### src/hw/rtl/pmid_pkg.sv
// ----------------------------------------------------------------------------
// pmid_pkg: shared constants and types for the minimum-image distance block
// Holds the fixed-point widths, register indexes and the row types that move
// through the divider cells and the square-root cells.
// ----------------------------------------------------------------------------
package pmid_pkg;

  // number format of the coordinates
  localparam int FRAC_BITS  = 12;
  localparam int COORD_BITS = 24;

  // derived widths
  localparam int NUM_AXES  = 3;
  localparam int BOX_BITS  = COORD_BITS - 1;
  localparam int VEC_BITS  = COORD_BITS + 1;
  localparam int MAG_BITS  = COORD_BITS;
  localparam int SQ_BITS   = 2 * MAG_BITS;
  localparam int SUM_BITS  = 2 * MAG_BITS + 2;
  localparam int ROOT_BITS = SUM_BITS / 2;
  localparam int REM_BITS  = ROOT_BITS + 1;

  // stream payload widths, padded to whole bytes
  localparam int IN_DATA_BITS  = ((2 * NUM_AXES * COORD_BITS + 7) / 8) * 8;
  localparam int OUT_DATA_BITS = ((NUM_AXES * VEC_BITS + ROOT_BITS + 7) / 8) * 8;

  // pipeline depth: difference, divider cells, fold, square, sum, root cells
  localparam int NUM_STAGES = 1 + MAG_BITS + 3 + ROOT_BITS;

  // configuration register indexes
  localparam int CFG_IDX_BITS = 2;
  localparam logic [CFG_IDX_BITS-1:0] CFG_BOX_X = 2'd0;
  localparam logic [CFG_IDX_BITS-1:0] CFG_BOX_Y = 2'd1;
  localparam logic [CFG_IDX_BITS-1:0] CFG_BOX_Z = 2'd2;

  // box edge after reset is one unit
  localparam logic [BOX_BITS-1:0] BOX_RESET = BOX_BITS'(1) << FRAC_BITS;

  typedef logic [NUM_AXES-1:0][BOX_BITS-1:0] box_vec_t;

  // one row of the divider chain
  typedef struct packed {
    logic                               op;
    logic [NUM_AXES-1:0]                neg;
    logic [NUM_AXES-1:0][MAG_BITS-1:0]  mag;
    logic [NUM_AXES-1:0][BOX_BITS-1:0]  rem;
  } div_row_t;

  // one row of the square-root chain
  typedef struct packed {
    logic [NUM_AXES-1:0][VEC_BITS-1:0]  vec;
    logic [SUM_BITS-1:0]                rad;
    logic [REM_BITS-1:0]                rem;
    logic [ROOT_BITS-1:0]               root;
  } root_row_t;

endpackage

### src/hw/rtl/pmid_sqrt_cell.sv
// ----------------------------------------------------------------------------
// pmid_sqrt_cell: one digit step of the integer square root
// Brings down two radicand bits, tries the next root bit and keeps the
// remainder; the vector components ride along unchanged.
// ----------------------------------------------------------------------------
module pmid_sqrt_cell (
  input  logic                 clk_i,
  input  logic                 en_i,
  input  pmid_pkg::root_row_t  row_i,
  output pmid_pkg::root_row_t  row_o
);
  import pmid_pkg::*;

  root_row_t              row_d, row_q;
  logic [REM_BITS+1:0]    trial;
  logic [REM_BITS+1:0]    test;

  // compare remainder with 4*root+1
  always_comb begin
    row_d     = row_i;
    trial     = {row_i.rem, row_i.rad[SUM_BITS-1 -: 2]};
    test      = (REM_BITS+2)'({row_i.root, 2'b01});
    row_d.rad = row_i.rad << 2;
    if (trial >= test) begin
      row_d.rem  = REM_BITS'(trial - test);
      row_d.root = {row_i.root[ROOT_BITS-2:0], 1'b1};
    end else begin
      row_d.rem  = REM_BITS'(trial);
      row_d.root = {row_i.root[ROOT_BITS-2:0], 1'b0};
    end
  end

  always_ff @(posedge clk_i) begin
    if (en_i) begin
      row_q <= row_d;
    end
  end

  assign row_o = row_q;

endmodule

### config.mk
export PLATFORM = sky130hd
export DESIGN_NAME = pmid_sqrt_cell
export DESIGN_NICKNAME = d
export VERILOG_FILES = /design/src/hw/rtl/pmid_pkg.sv /design/src/hw/rtl/pmid_sqrt_cell.sv
export SDC_FILE = /design/constraint.sdc
export NUM_CORES = 1
export LEC_CHECK = 0
export BUFFER_PORTS_ARGS = -buffer_cell sky130_fd_sc_hd__buf_2
export CAP_MARGIN = 15
export CORE_MARGIN = 2
export CORE_UTILIZATION = 30
export CTS_CLUSTER_SIZE = 10
export DETAILED_ROUTE_END_ITERATION = 8
export GPL_TIMING_DRIVEN = 0
export PLACE_DENSITY_LB_ADDON = 0.05
export SLEW_MARGIN = 30
export SYNTH_ARGS = -nofsm -noshare
export SYNTH_HDL_FRONTEND = slang
export SYNTH_SLANG_ARGS = --single-unit
### constraint.sdc
create_clock -name clk_i -period 7.4 [get_ports clk_i]
set_input_delay 0.74 -clock clk_i [delete_from_list [all_inputs] [get_ports clk_i]]
set_output_delay 0.74 -clock clk_i [all_outputs]
set_load 0.01 [all_outputs]
=== After elaboration in Yosys (flattened, before gate mapping) ===
Index checks and enable logic that the tools add are counted.
Widths: inputs -> output; s select.

* $add $sub $neg: 1
* Magnitude comparators: 1
* Mux-type cells: 1

{| class="wikitable"
|+ Operators by type and width
! kind !! count
|-
| $mux 51 || 1
|-
| $ge 28x27->1 || 1
|-
| $sub 26x26->26 || 1
|}

* Register bits: 174
* Bits of input ports: 178
* Output and inout bits: 176
* Word-level logic and storage cells: 9

=== Logic depth before layout (Yosys ltp) ===
* Depth in word-level cells: 2
* Gate-level depth with buffers: 12

=== Worst setup path before layout ===
Ideal clock, no wire load.

* Path kind: input-to-reg
* From: input port row_i[0] (netlist name)
* To: register row_q (netlist bit row_o[44]), data pin
* Setup time: 260 ps
* Data arrival time: 3176 ps
* Required time: 7140 ps
* Path slack: 3964 ps
* Cell stages on the path: 12
* Path buffers: 1
* Path through: inv_1 > ha_1 > nor2b_1 > o21ai_0 > nand2b_1 > a21oi_2 > o21ai_1 > a211oi_2 > a21oi_1 > a41oi_4 > buf_4 > mux2_2

{| class="wikitable"
|+ RTL lines
! element !! line !! source
|-
| from (decl) || pmid_sqrt_cell.sv:9 || <nowiki>input pmid_pkg::root_row_t row_i,</nowiki>
|-
| to (signal assigned) || pmid_sqrt_cell.sv:35 || <nowiki>row_q <= row_d;</nowiki>
|-
| to (decl) || pmid_sqrt_cell.sv:14 || <nowiki>root_row_t row_d, row_q;</nowiki>
|}

==> flow_metrics.env <==
export IMPL_drt_iter0_drc=196
export IMPL_fillCellCount=2132
export IMPL_port_buffers=351
export IMPL_grt_usage_pct=15.9
export IMPL_synth_avg_cell_area_um2=16.9
export IMPL_cts_sinks=174
export IMPL_gp_congestion=0.760
export IMPL_first_pass_iters=4
export IMPL_critical_path_class="primary input to flop"
export IMPL_fmax_mhz=265
export IMPL_core_area_mm2=0.0228
export IMPL_grt_pass1_wl_mm=29.0
export IMPL_endpoint="row_o[47]"
export IMPL_dp_cells=1083
export IMPL_grt_setup_unrepaired="false"
export IMPL_cp_startpoint="row_i[0]"
export IMPL_synth_edff_count=174
export IMPL_num_vias=4931
export IMPL_routed_wl_mm=19.8
export IMPL_start_util_pct=30.8
export IMPL_slew_headroom_pct=63.0
export IMPL_grt_antenna_before_repair=4
export IMPL_dpl_hpwl_mm=15.4
export IMPL_endpoint_kind="flop"
export IMPL_syn_area_mm2=0.00701
export IMPL_wl_met2_mm=10.4
export IMPL_fp_dieArea_mm2=0.0246
export IMPL_finalHoldViolations=0
export IMPL_cts_setup_buffers=0
export IMPL_wl_per_cell_um=17.7
export IMPL_power_leakage_nw=4.28
export IMPL_ys_ff_latch=174
export IMPL_ys_warn_count=0
export IMPL_root_buffer="clkbuf_16"
export IMPL_p_per_area_mw_per_mm2=257
export IMPL_htreeDepth=4
export IMPL_final_common_cell="buf_2"
export IMPL_cp_max_fo=10
export IMPL_report_final_slew_viol_count=0
export IMPL_tightest_slew_ns=0.549
export IMPL_seq_area_frac_synth_pct=74.5
export IMPL_clk_pin_slew_ns=0.08
export IMPL_die_width_um=157
export IMPL_multiInputGateArea_mm2=0.00162
export IMPL_synth_ff_type="edfxtp_1"
export IMPL_grt_pass1_vias=5029
export IMPL_grt_ovfl_total=0
export IMPL_hold_buffers=0
export IMPL_cap_violations=0
export IMPL_postSynthCellCount=416
export IMPL_antenna_left=0
export IMPL_fin_cells=1117
export IMPL_register_area_mm2=0.00523
export IMPL_fin_crit_ns=3.77
export IMPL_routed_wl_met3_mm=1.66
export IMPL_critPathLaunchType="primary input"
export IMPL_pin_count=354
export IMPL_period_share_pct=51.0
export IMPL_cts_resized=0
export IMPL_avgViaCountPerCell=4.41
export IMPL_die_y_um=157
export IMPL_final_setup_viol_count=0
export IMPL_area_delta_synth_final_pct=40.8
export IMPL_synthDistinctLibCells=53
export IMPL_top_layer_used="met5"
export IMPL_tns_ns=0
export IMPL_finalPower_mw=2.54
export IMPL_grt_max_degree=67
export IMPL_numCtsBuffers=17
export IMPL_cp_required_ns=7.58
export IMPL_drive_above_1_share_pct=53.0
export IMPL_layout_common_cells="buf_2 (351), edfxtp_1 (174), inv_1 (33)"
export IMPL_outcome="completed"
export IMPL_rows=55
export IMPL_cts_tree="built"
export IMPL_hp_class="primary input to flop"
export IMPL_ys_async_sr_fraction_pct=0
export IMPL_clockBufferDepth=2
export IMPL_vdd_drop_max_mv=0.136
export IMPL_largest_reg_flops=174
export IMPL_final_nets=994
export IMPL_remaining_drc_errors=0
export IMPL_min_path_cells=1
export IMPL_cp_data_arrival_time_ns=3.95
export IMPL_wl_met1_mm=7.30
==> report_power, final <==
group	leakage, nW	switching, mW	internal (mW)	total, mW
clock	0.305	0.448	0.496	0.944
sequential	1.70	0.0195	1.19	1.21
combinational	2.27	0.215	0.173	0.387
==> layout make-up <==
cell class | instances | area share, %
sequential | 174 | 52.9
clock buffer | 17 | 4.31
tap | 313 | 3.97
antenna | 2 | 0.0507
inverter | 33 | 1.25
buffer | 7 | 0.469
clock inverter | 15 | 2.17
multi-input combinational | 203 | 16.4
timing repair buffer | 353 | 18.4
==> logic make-up (layout without fill, tap and decap cells) <==
| logic type | count (synthesis) | in the layout | synth area share (%) |
|---|---|---|---|
| compound gates | 72 | 72 | 7.53 |
| xor+xnor | 19 | 19 | 2.37 |
| fa+ha+maj | 27 | 27 | 4.82 |
| buf+inv | 40 | 425 | 2.43 |
| flops | 174 | 174 | 74.5 |
| mux | 26 | 26 | 4.12 |
| other cells | 1 | 4 | 0.0535 |
| simple gates | 57 | 57 | 4.17 |
==> synthesized netlist by cell type, drive strengths merged (2+ instances only) <==
cell,count,area [µm²]
a21o,8,61.3
o21a,3,22.5
nand3,4,20.0
nor3b,2,15.0
a41oi,2,36.3
o211ai,3,27.5
nand2b,3,18.8
nor3,6,35.0
nor2b,4,25.0
nand4,2,12.5
mux2,23,259
a211oi,3,27.5
nor2,16,60.1
ha,27,338
a21oi,23,119
o21ai,11,55.1
xor2,6,52.6
a2111oi,5,50.0
a211o,3,26.3
buf,6,42.5
edfxtp,174,5230
mux2i,3,30.0
a31oi,3,25.0
nand2,13,48.8
xnor2,13,114
inv,33,124
and4,2,18.8
==> worst max-delay path, cell delays in order <==
cell	delay (ns)
buf_2	0.09
inv_1	0.04
ha_1	0.34
nor2b_1	0.15
o21ai_0	0.16
nand2b_1	0.15
a21oi_2	0.26
o21ai_1	0.24
a211oi_2	0.40
a21oi_1	0.20
a41oi_4	0.50
buf_4	0.31
mux2_2	0.36
==> how the worst min path moves through the flow <==
stage / startpoint / endpoint
floorplan: row_i[98] / row_o[100]
global placement: row_i[64] / row_o[66]
detailed placement: row_i[139] / row_o[139]
CTS: row_i[117] / row_o[117]
global route: row_i[155] / row_o[155]
finish: row_i[155] / row_o[155]
==> metrics by stage <==
stage	instance area [µm²]	hold WS [ns]	worst slack, ns	util [%]
2_1_floorplan	7020	0.839	3.96	-
3_3_place_gp	9170	0.918	3.12	40.2
3_5_place_dp	9230	0.918	3.16	40.5
4_1_cts	9870	0.456	3.58	43.3
5_1_grt	9870	0.449	3.38	43.3
6_report	9870	0.479	3.63	43.4
==> layer usage <==
layer | track usage (%) | vias up
met3 | 5.67 | 28
met5 | 0 | -
met1 | 16.9 | 2346
met2 | 29.0 | 196
met4 | 5.50 | 4
li1 | - | 2357
Power figures use the tool's default switching activity.
