$ cat src/hw/rtl/pmid_pkg.sv
// ----------------------------------------------------------------------------
// pmid_pkg: shared constants and types for the minimum-image distance block
// Holds the fixed-point widths, register indexes and the row types that move
// through the divider cells and the square-root cells.
// ----------------------------------------------------------------------------
package pmid_pkg;

  // number format of the coordinates
  localparam int FRAC_BITS  = 12;
  localparam int COORD_BITS = 24;

  // derived widths
  localparam int NUM_AXES  = 3;
  localparam int BOX_BITS  = COORD_BITS - 1;
  localparam int VEC_BITS  = COORD_BITS + 1;
  localparam int MAG_BITS  = COORD_BITS;
  localparam int SQ_BITS   = 2 * MAG_BITS;
  localparam int SUM_BITS  = 2 * MAG_BITS + 2;
  localparam int ROOT_BITS = SUM_BITS / 2;
  localparam int REM_BITS  = ROOT_BITS + 1;

  // stream payload widths, padded to whole bytes
  localparam int IN_DATA_BITS  = ((2 * NUM_AXES * COORD_BITS + 7) / 8) * 8;
  localparam int OUT_DATA_BITS = ((NUM_AXES * VEC_BITS + ROOT_BITS + 7) / 8) * 8;

  // pipeline depth: difference, divider cells, fold, square, sum, root cells
  localparam int NUM_STAGES = 1 + MAG_BITS + 3 + ROOT_BITS;

  // configuration register indexes
  localparam int CFG_IDX_BITS = 2;
  localparam logic [CFG_IDX_BITS-1:0] CFG_BOX_X = 2'd0;
  localparam logic [CFG_IDX_BITS-1:0] CFG_BOX_Y = 2'd1;
  localparam logic [CFG_IDX_BITS-1:0] CFG_BOX_Z = 2'd2;

  // box edge after reset is one unit
  localparam logic [BOX_BITS-1:0] BOX_RESET = BOX_BITS'(1) << FRAC_BITS;

  typedef logic [NUM_AXES-1:0][BOX_BITS-1:0] box_vec_t;

  // one row of the divider chain
  typedef struct packed {
    logic                               op;
    logic [NUM_AXES-1:0]                neg;
    logic [NUM_AXES-1:0][MAG_BITS-1:0]  mag;
    logic [NUM_AXES-1:0][BOX_BITS-1:0]  rem;
  } div_row_t;

  // one row of the square-root chain
  typedef struct packed {
    logic [NUM_AXES-1:0][VEC_BITS-1:0]  vec;
    logic [SUM_BITS-1:0]                rad;
    logic [REM_BITS-1:0]                rem;
    logic [ROOT_BITS-1:0]               root;
  } root_row_t;

endpackage

$ cat src/hw/rtl/pmid_div_cell.sv
// ----------------------------------------------------------------------------
// pmid_div_cell: one restoring-division step for all three axes
// Shifts one magnitude bit into each partial remainder and subtracts the box
// edge when it fits; the row is then registered for the next cell.
// ----------------------------------------------------------------------------
module pmid_div_cell (
  input  logic                            clk_i,
  input  logic                            en_i,
  input  pmid_pkg::div_row_t              row_i,
  input  logic [pmid_pkg::NUM_AXES-1:0]   bit_i,
  input  pmid_pkg::box_vec_t              box_i,
  output pmid_pkg::div_row_t              row_o
);
  import pmid_pkg::*;

  div_row_t                           row_d, row_q;
  logic [NUM_AXES-1:0][MAG_BITS-1:0]  shifted;

  // trial subtract per axis
  always_comb begin
    row_d = row_i;
    for (int a = 0; a < NUM_AXES; a++) begin
      shifted[a] = {row_i.rem[a], bit_i[a]};
      if (shifted[a] >= MAG_BITS'(box_i[a])) begin
        row_d.rem[a] = BOX_BITS'(shifted[a] - MAG_BITS'(box_i[a]));
      end else begin
        row_d.rem[a] = BOX_BITS'(shifted[a]);
      end
    end
  end

  always_ff @(posedge clk_i) begin
    if (en_i) begin
      row_q <= row_d;
    end
  end

  assign row_o = row_q;

endmodule

$ cat config.mk
export PLATFORM = sky130hd
export DESIGN_NAME = pmid_div_cell
export DESIGN_NICKNAME = d
export VERILOG_FILES = /design/src/hw/rtl/pmid_pkg.sv /design/src/hw/rtl/pmid_div_cell.sv
export SDC_FILE = /design/constraint.sdc
export NUM_CORES = 1
export LEC_CHECK = 0
export ABC_AREA = 1
export BUFFER_PORTS_ARGS = -buffer_cell sky130_fd_sc_hd__buf_2
export CORE_UTILIZATION = 56
export CTS_CLUSTER_DIAMETER = 50
export DETAILED_ROUTE_END_ITERATION = 10
export PLACE_DENSITY = 0.95
export SKIP_LAST_GASP = 1
export SLEW_MARGIN = 20
export SYNTH_ARGS = -nofsm -noshare
export SYNTH_HDL_FRONTEND = slang
export SYNTH_SLANG_ARGS = --single-unit
export TNS_END_PERCENT = 50
$ cat constraint.sdc
create_clock -name clk_i -period 5.18 [get_ports clk_i]
set_input_delay 0.518 -clock clk_i [delete_from_list [all_inputs] [get_ports clk_i]]
set_output_delay 0.518 -clock clk_i [all_outputs]
set_load 0.02 [all_outputs]
## Yosys cells after proc, flatten, opt, wreduce, memory -nomap -nowiden

Cells that the tools add are included.

- Flip-flop bits (word level): 145
- Input port bits: 219
- Output and inout bits: 145
- Logic and storage cells: 17

- Add/subtract/negate cells: 3
- Magnitude comparators: 3
- Multiplexer cells: 3

Operators by type and width:

| cell | number |
|---|---|
| $ge 24x23->1 | 3 |
| $mux 23 | 3 |
| $sub 23x23->23 | 3 |

## Depth between registers and ports, before layout

Gate-level depths: netlist of run 1.

- Word-level depth: 2
- Mapped depth: 14
- Depth with buffers taken out: 14

## Worst setup path after synthesis of run 1

OpenSTA, ideal clock, no wires.

- Path type: input port to flip-flop
- Start point: in bit_i[0] in the netlist's numbering
- End point: reg row_q (netlist bit row_o[19]) (data pin)
- Library setup time: 0.253 ns
- Arrival time: 1.983 ns
- Required time: 4.927 ns
- Path slack: 2.944 ns
- Stages on the path: 12
- Path buffers: 1
- Cell sequence: inv_1 -> ha_1 -> fa_1 -> inv_1 -> nand2_1 -> nand2_1 -> nand3_1 -> nand2_1 -> nand2_2 -> buf_1 -> nand4_1 -> nand2_1

RTL lines:

| element | RTL line | RTL |
|---|---|---|
| from (decl) | pmid_div_cell.sv:10 | `input logic [pmid_pkg::NUM_AXES-1:0] bit_i,` |
| to (signal assigned) | pmid_div_cell.sv:34 | `row_q <= row_d;` |
| to (decl) | pmid_div_cell.sv:16 | `div_row_t row_d, row_q;` |

==> impl_metrics.yaml, run 1 <==
power_and_ir_drop:
  switching_power_mw: 1.43
  p_clk_share_pct: 32.2
  p_comb_share_pct: 30.0
  total_power_mw: 3.95
  seq_power_share_pct: 37.8
  p_leak_nw: 7.58
  power.internal_mw: 2.52
  peakVddDrop_uv: 222
  p_sw_share_pct: 36.3
  p_per_area_mw_per_mm2: 292
grt:
  met3_usage_pct: 6.14
  grt_most_used_layer: "met2"
  use_met2_pct: 55.4
  grt_pass1_wl_um: 49800
  met1_usage_pct: 38.2
  antenna_found_initial: 0
  grt_usage_pct: 32.1
  grt_max_degree: 109
  grt_overflow: 0
  grt_pass1_vias: 10414
synth:
  ys_seq_elements: 145
  syn_area_per_cell_sq_um: 7.37
  synth.yosys.seq_area_share_pct: 39.9
  synth_cell_types: 29
  yosys_warnings: 0
  yosysMostFrequentCell: "nand2_1"
  synthTopCellsByArea: "edfxtp_1 40%, nand2_1 18%, inv_1 12%"
  ys.flop_type: "edfxtp_1"
  synth_area_leader_cell: "edfxtp_1"
  synthCells: 1483
  synthArstFlopShare_pct: 0
  synth-edff-count: 145
  synth_nets: 1774
  yosysTopAreaCellShare_pct: 39.9
  netlist_top_cells_count: "527 x nand2_1, 344 x inv_1, 145 x edfxtp_1"
  syn_area_sq_mm: 0.0109
drt:
  totalWireLength_um: 32200
  vias: 10856
  drt_pre_antenna_iters: 5
  drt_iter0_markers: 858
  drc: 0
  routed_via_density: 5.12
  ant_nets: 0
  post_drt_wl_per_cell_um: 15.2
critical_path:
  crit_type: "in2reg"
  startpoint_type: "primary input"
  critPathMostFrequentCell: "nand2_1"
  slowest_stage: "nand4_4"
  crit_arrival_ps: 2800
  crit_start: "row_i[53]"
  cp_cell_sequence: "buf_2 -> ha_1 -> nand2_1 -> nor2_4 -> nand2_2 -> nor2_1 -> nand2_1 -> nand4_4 -> nand2_1 -> o21ai_2"
  cp.required_ps: 5340
  endpoint_kind: "flop"
  cpPeakStageDelay_ps: 620
  cp_max_fo: 35
place:
  hpwl_um: 25700
  port_buffers: 363
  gp_congestion: 0.959
cells_and_area:
  insertedDiodeCount: 0
  fill_cells: 1497
  layout-drive-gt1-share_pct: 24.2
  largest_reg_flops: 145
  seq_area_sq_mm: 0.00435
  finish.utilization_pct: 71.6
  nNetsFinal: 2139
  area_growth_pct: 23.8
  multi_input_area_sq_mm: 0.00511
timing:
  setup_viol: 0
  drv_slew: 0
  fin_crit_ps: 2640
  max_freq_mhz: 378
  rsz0062_at_grt: "false"
  worstMarginPinSlew_ps: 1010
  post-route-period-util_pct: 51.0
  fin_setup_tns_ps: 0
  fin_hold_ws_ps: 248
  finalHoldViolCount: 0
  slew_headroom_pct: 32.6
clocking:
  clk_pin_slew_worst_paths_ps: 80
  cts_setup_buffers: 0
  cts_tree: "built"
  hold_buffers: 0
  clock_sinks: 145
  cts_root_buf: "clkbuf_16"
  cts_inserted_buffers: 17
  htree_levels: 4
  clock_path_buffers: 2
  ctsResizeCount: 0
die:
  fp-row-count: 50
  die_h_um: 142
  dieArea_sq_mm: 0.0201
  initial_core_util_pct: 57.8
  core_area_sq_mm: 0.0189
  die_w_um: 142
  io_pins: 364
run:
  maxCapViolations: 0
worst_hold_path:
  hold_class: "in2reg"
  hold_start: "row_i[122]"
run_status:
  status: "complete, no violations"
==> final timing paths <==
kind,cells past startpoint,endpoint
setup / recovery,10,row_o[55]$_DFFE_PP_
hold / removal,1,row_o[122]$_DFFE_PP_
==> metal layers <==
layer | vias to the layer above | routed length (um)
li1 | 5368 | -
met1 | 4795 | 12600
met2 | 576 | 15700
met3 | 117 | 2500
met4 | 0 | 1400
met5 | - | 0
==> through the flow <==
stage | setup slack [ps] | area [sq um] | std cells
after floorplan | 2940 | 10900 | 1483
after global placement | 2230 | 12900 | 2089
after detailed placement | 2110 | 12900 | 2089
after CTS | 2570 | 13500 | 2121
after global routing | 2360 | 13500 | 2121
final | 2540 | 13500 | 2121
==> kinds of logic (layout without fill, tap and decap cells) <==
family                   count (synthesis)  after routing  synth area share [%]
AND/OR/NAND/NOR                        807            807                  32.2
buffers and inverters                  363            741                  13.4
XOR/XNOR                                30             30                  2.41
AO/OA/AOI/OAI                           66             66                  3.71
flip-flops                             145            145                  39.9
adder cells (fa/ha/maj)                 72             72                  8.45
==> layout by cell type, fill, tap and decap left out, drive strengths merged <==
master,netlist,routed
ha,69,69
xor2,27,27
nor3,6,6
nand3b,12,12
edfxtp,145,145
nand3,94,94
fa,3,3
inv,345,351
buf,14,364
nand2,537,537
clkinv,0,9
o21ai,35,35
nor2,96,96
xnor2,3,3
clkbuf,4,17
nand4,52,52
a21oi,31,31
or2,4,4
and2,6,6
==> worst max-delay path, delay by kind of cell <==
family / cells / cell delay [ps]
simple gates: 7 / 1690
fa+ha+maj: 1 / 370
buf+inv: 1 / 110
compound gates: 1 / 100
==> power by group through the flow <==
stage | Sequential (mW) | Clock [mW] | Combinational [mW]
2_1_floorplan | 1.69 | 0 | 0.599
3_3_place_gp | 1.51 | 0 | 1.13
3_5_place_dp | 1.52 | 0 | 1.16
4_1_cts | 1.49 | 1.28 | 1.17
5_1_grt | 1.51 | 1.33 | 1.30
6_report | 1.49 | 1.27 | 1.18
==> layout make-up <==
class	instances	area share [%]
inverter	345	9.57
multi-input combinational	975	37.8
sequential	145	32.2
clock inverter	15	1.40
timing repair buffer	364	13.5
tap	260	2.40
clock buffer	17	3.14
No activity file was read; power rests on OpenSTA's default activity.
==> run 2, diff against run 1 <==
Settings changed: CORE_UTILIZATION 56 to 47, PLACE_DENSITY 0.95 to 0.86.
Clock period 5.18 ns to 2.35 ns, I/O delays scaled along.
==> run 2 against run 1 <==
Non-clock buffer count up 93; final area increased by 7.4%; largest cell class unchanged; clock power increased by 120%; largest power group unchanged; hold slack worse by 200 ps; global-route usage shrank 4.4 points; first-iteration DRC count decreased by 7.7%; worst setup slack got worse by 2000 ps.
==> impl_metrics.yaml, run 2 (synthesized netlist as in run 1, its figures left out) <==
cells_and_area:
  nNetsFinal: 2232
  layout-drive-gt1-share_pct: 24.0
  area_growth_pct: 33.0
  final_common_cell: "nand2_1"
  finish.utilization_pct: 64.0
  layout_common_cells: "527 x nand2_1, 362 x buf_2, 344 x inv_1"
  largest_reg_flops: 145
place:
  gp_congestion: 0.974
  post-place-ws_ps: 93.4
  hpwl_um: 25800
  port_buffers: 363
critical_path:
  cp.depth: 14
  crit_type: "in2reg"
  crit_arrival_ps: 2130
  cpPeakStageDelay_ps: 410
  cp_cell_sequence: "buf_2 -> inv_1 -> ha_1 -> fa_1 -> inv_1 -> nand2_1 -> nand2_1 -> nand3_1 -> nand2_1 -> nand2_2 -> nand4_4 -> buf_12 -> nand2_1 -> o21ai_2"
  critPathTopFamily: "simple AND/OR/NAND/NOR gates"
  startpoint_type: "primary input"
  critPathMostFrequentCell: "nand2_1"
  crit_buf_inv: 4
  cp.required_ps: 2620
  slowest_stage: "fa_1"
  crit_start: "bit_i[0]"
  endpoint_kind: "flop"
  cp_max_fo: 18
clocking:
  clock_path_buffers: 2
  cts_inserted_buffers: 17
  htree_levels: 4
  cts_root_buf: "clkbuf_16"
  cts_tree: "built"
  clock_sinks: 145
  clk_pin_slew_worst_paths_ps: 70
die:
  initial_core_util_pct: 48.1
  fp-row-count: 55
  io_pins: 364
  core_area_sq_mm: 0.0227
  dieArea_sq_mm: 0.0239
  die_h_um: 154
  die_w_um: 154
drt:
  vias: 11137
  routed_via_density: 4.97
  post_drt_wl_per_cell_um: 14.8
  ant_nets: 0
  totalWireLength_um: 33100
  drt_iter0_markers: 792
  drc: 0
  drt_pre_antenna_iters: 5
worst_hold_path:
  worst_hold_path.num_cells: 1
  hold_start: "row_i[108]"
  hold_class: "in2reg"
grt:
  grt_overflow: 0
  antenna_found_initial: 1
  grt_usage_pct: 27.7
  grt_max_degree: 56
  grt_pass1_vias: 10840
  grt_pass1_wl_um: 51900
timing:
  post-route-period-util_pct: 79.3
  setup_viol: 0
  worstMarginPinSlew_ps: 474
  rsz0062_at_grt: "false"
  max_freq_mhz: 537
  fin_ws_ps: 487
  finalHoldViolCount: 0
  fin_hold_ws_ps: 44.4
  fin_setup_tns_ps: 0
  slew_headroom_pct: 68.4
  drv_slew: 0
  fin_crit_ps: 1860
power_and_ir_drop:
  peakVddDrop_uv: 385
  p_leak_nw: 8.01
  p_per_area_mw_per_mm2: 609
run:
  maxCapViolations: 0
run_status:
  status: "complete, no violations"
run 2: changes by cell type in the layout (fill, tap and decap cells not counted):
cell	previous run	this run
buf_12	0	7
buf_4	1	12
clkinv_4	3	2
clkinvlp_4	0	1
diode_2	0	1
dlygate4sd3_1	0	75
inv_6	1	2
inv_8	5	4
run 2: final cells by class:
type	count	area, sq um
Clock buffer	17	425
Fill cell	1984	8180
Antenna cell	1	2.50
Clock inverter	15	185
Inverter	345	1290
Tap cell	285	357
Multi-Input combinational cell	975	5110
Timing Repair Buffer	457	2800
Sequential cell	145	4350
run 2: power breakdown:
group / leakage [nW] / switching [mW] / internal (mW)
clock: 0.292 / 1.36 / 1.45
combinational: 6.30 / 1.72 / 1.01
sequential: 1.42 / 0.0889 / 3.22
run 2: stage by stage:
stage               instances  power [mW]  area [sq um]
floorplan                1483        5.06         10900
global placement         2132        5.88         13200
detailed placement       2132        5.95         13200
CTS                      2238        8.88         14500
global route             2240        9.30         14500
finish                   2240        8.85         14500
run 2: repair_timing:
item	4_1_cts	5_1_grt
hold buffers	74	1
gates resized for setup	0	0
hold endpoints to repair	74	1
buffers inserted	0	0
endpoints found under the setup margin	0	0
run 2: path summary, 6_finish.rpt:
path                                   end  slack (ps)
worst max-delay path    row_o[9]$_DFFE_PP_         490
worst min-delay path  row_o[108]$_DFFE_PP_          40
run 2: routing by layer:
| layer | GRT usage [%] | routed length [um] | vias up |
|---|---|---|---|
| met5 | 0 | 0 | - |
| met4 | 10.7 | 924 | 0 |
| met3 | 4.31 | 2160 | 68 |
| met2 | 49.8 | 16700 | 453 |
| met1 | 33.2 | 13300 | 5068 |
| li1 | - | - | 5548 |
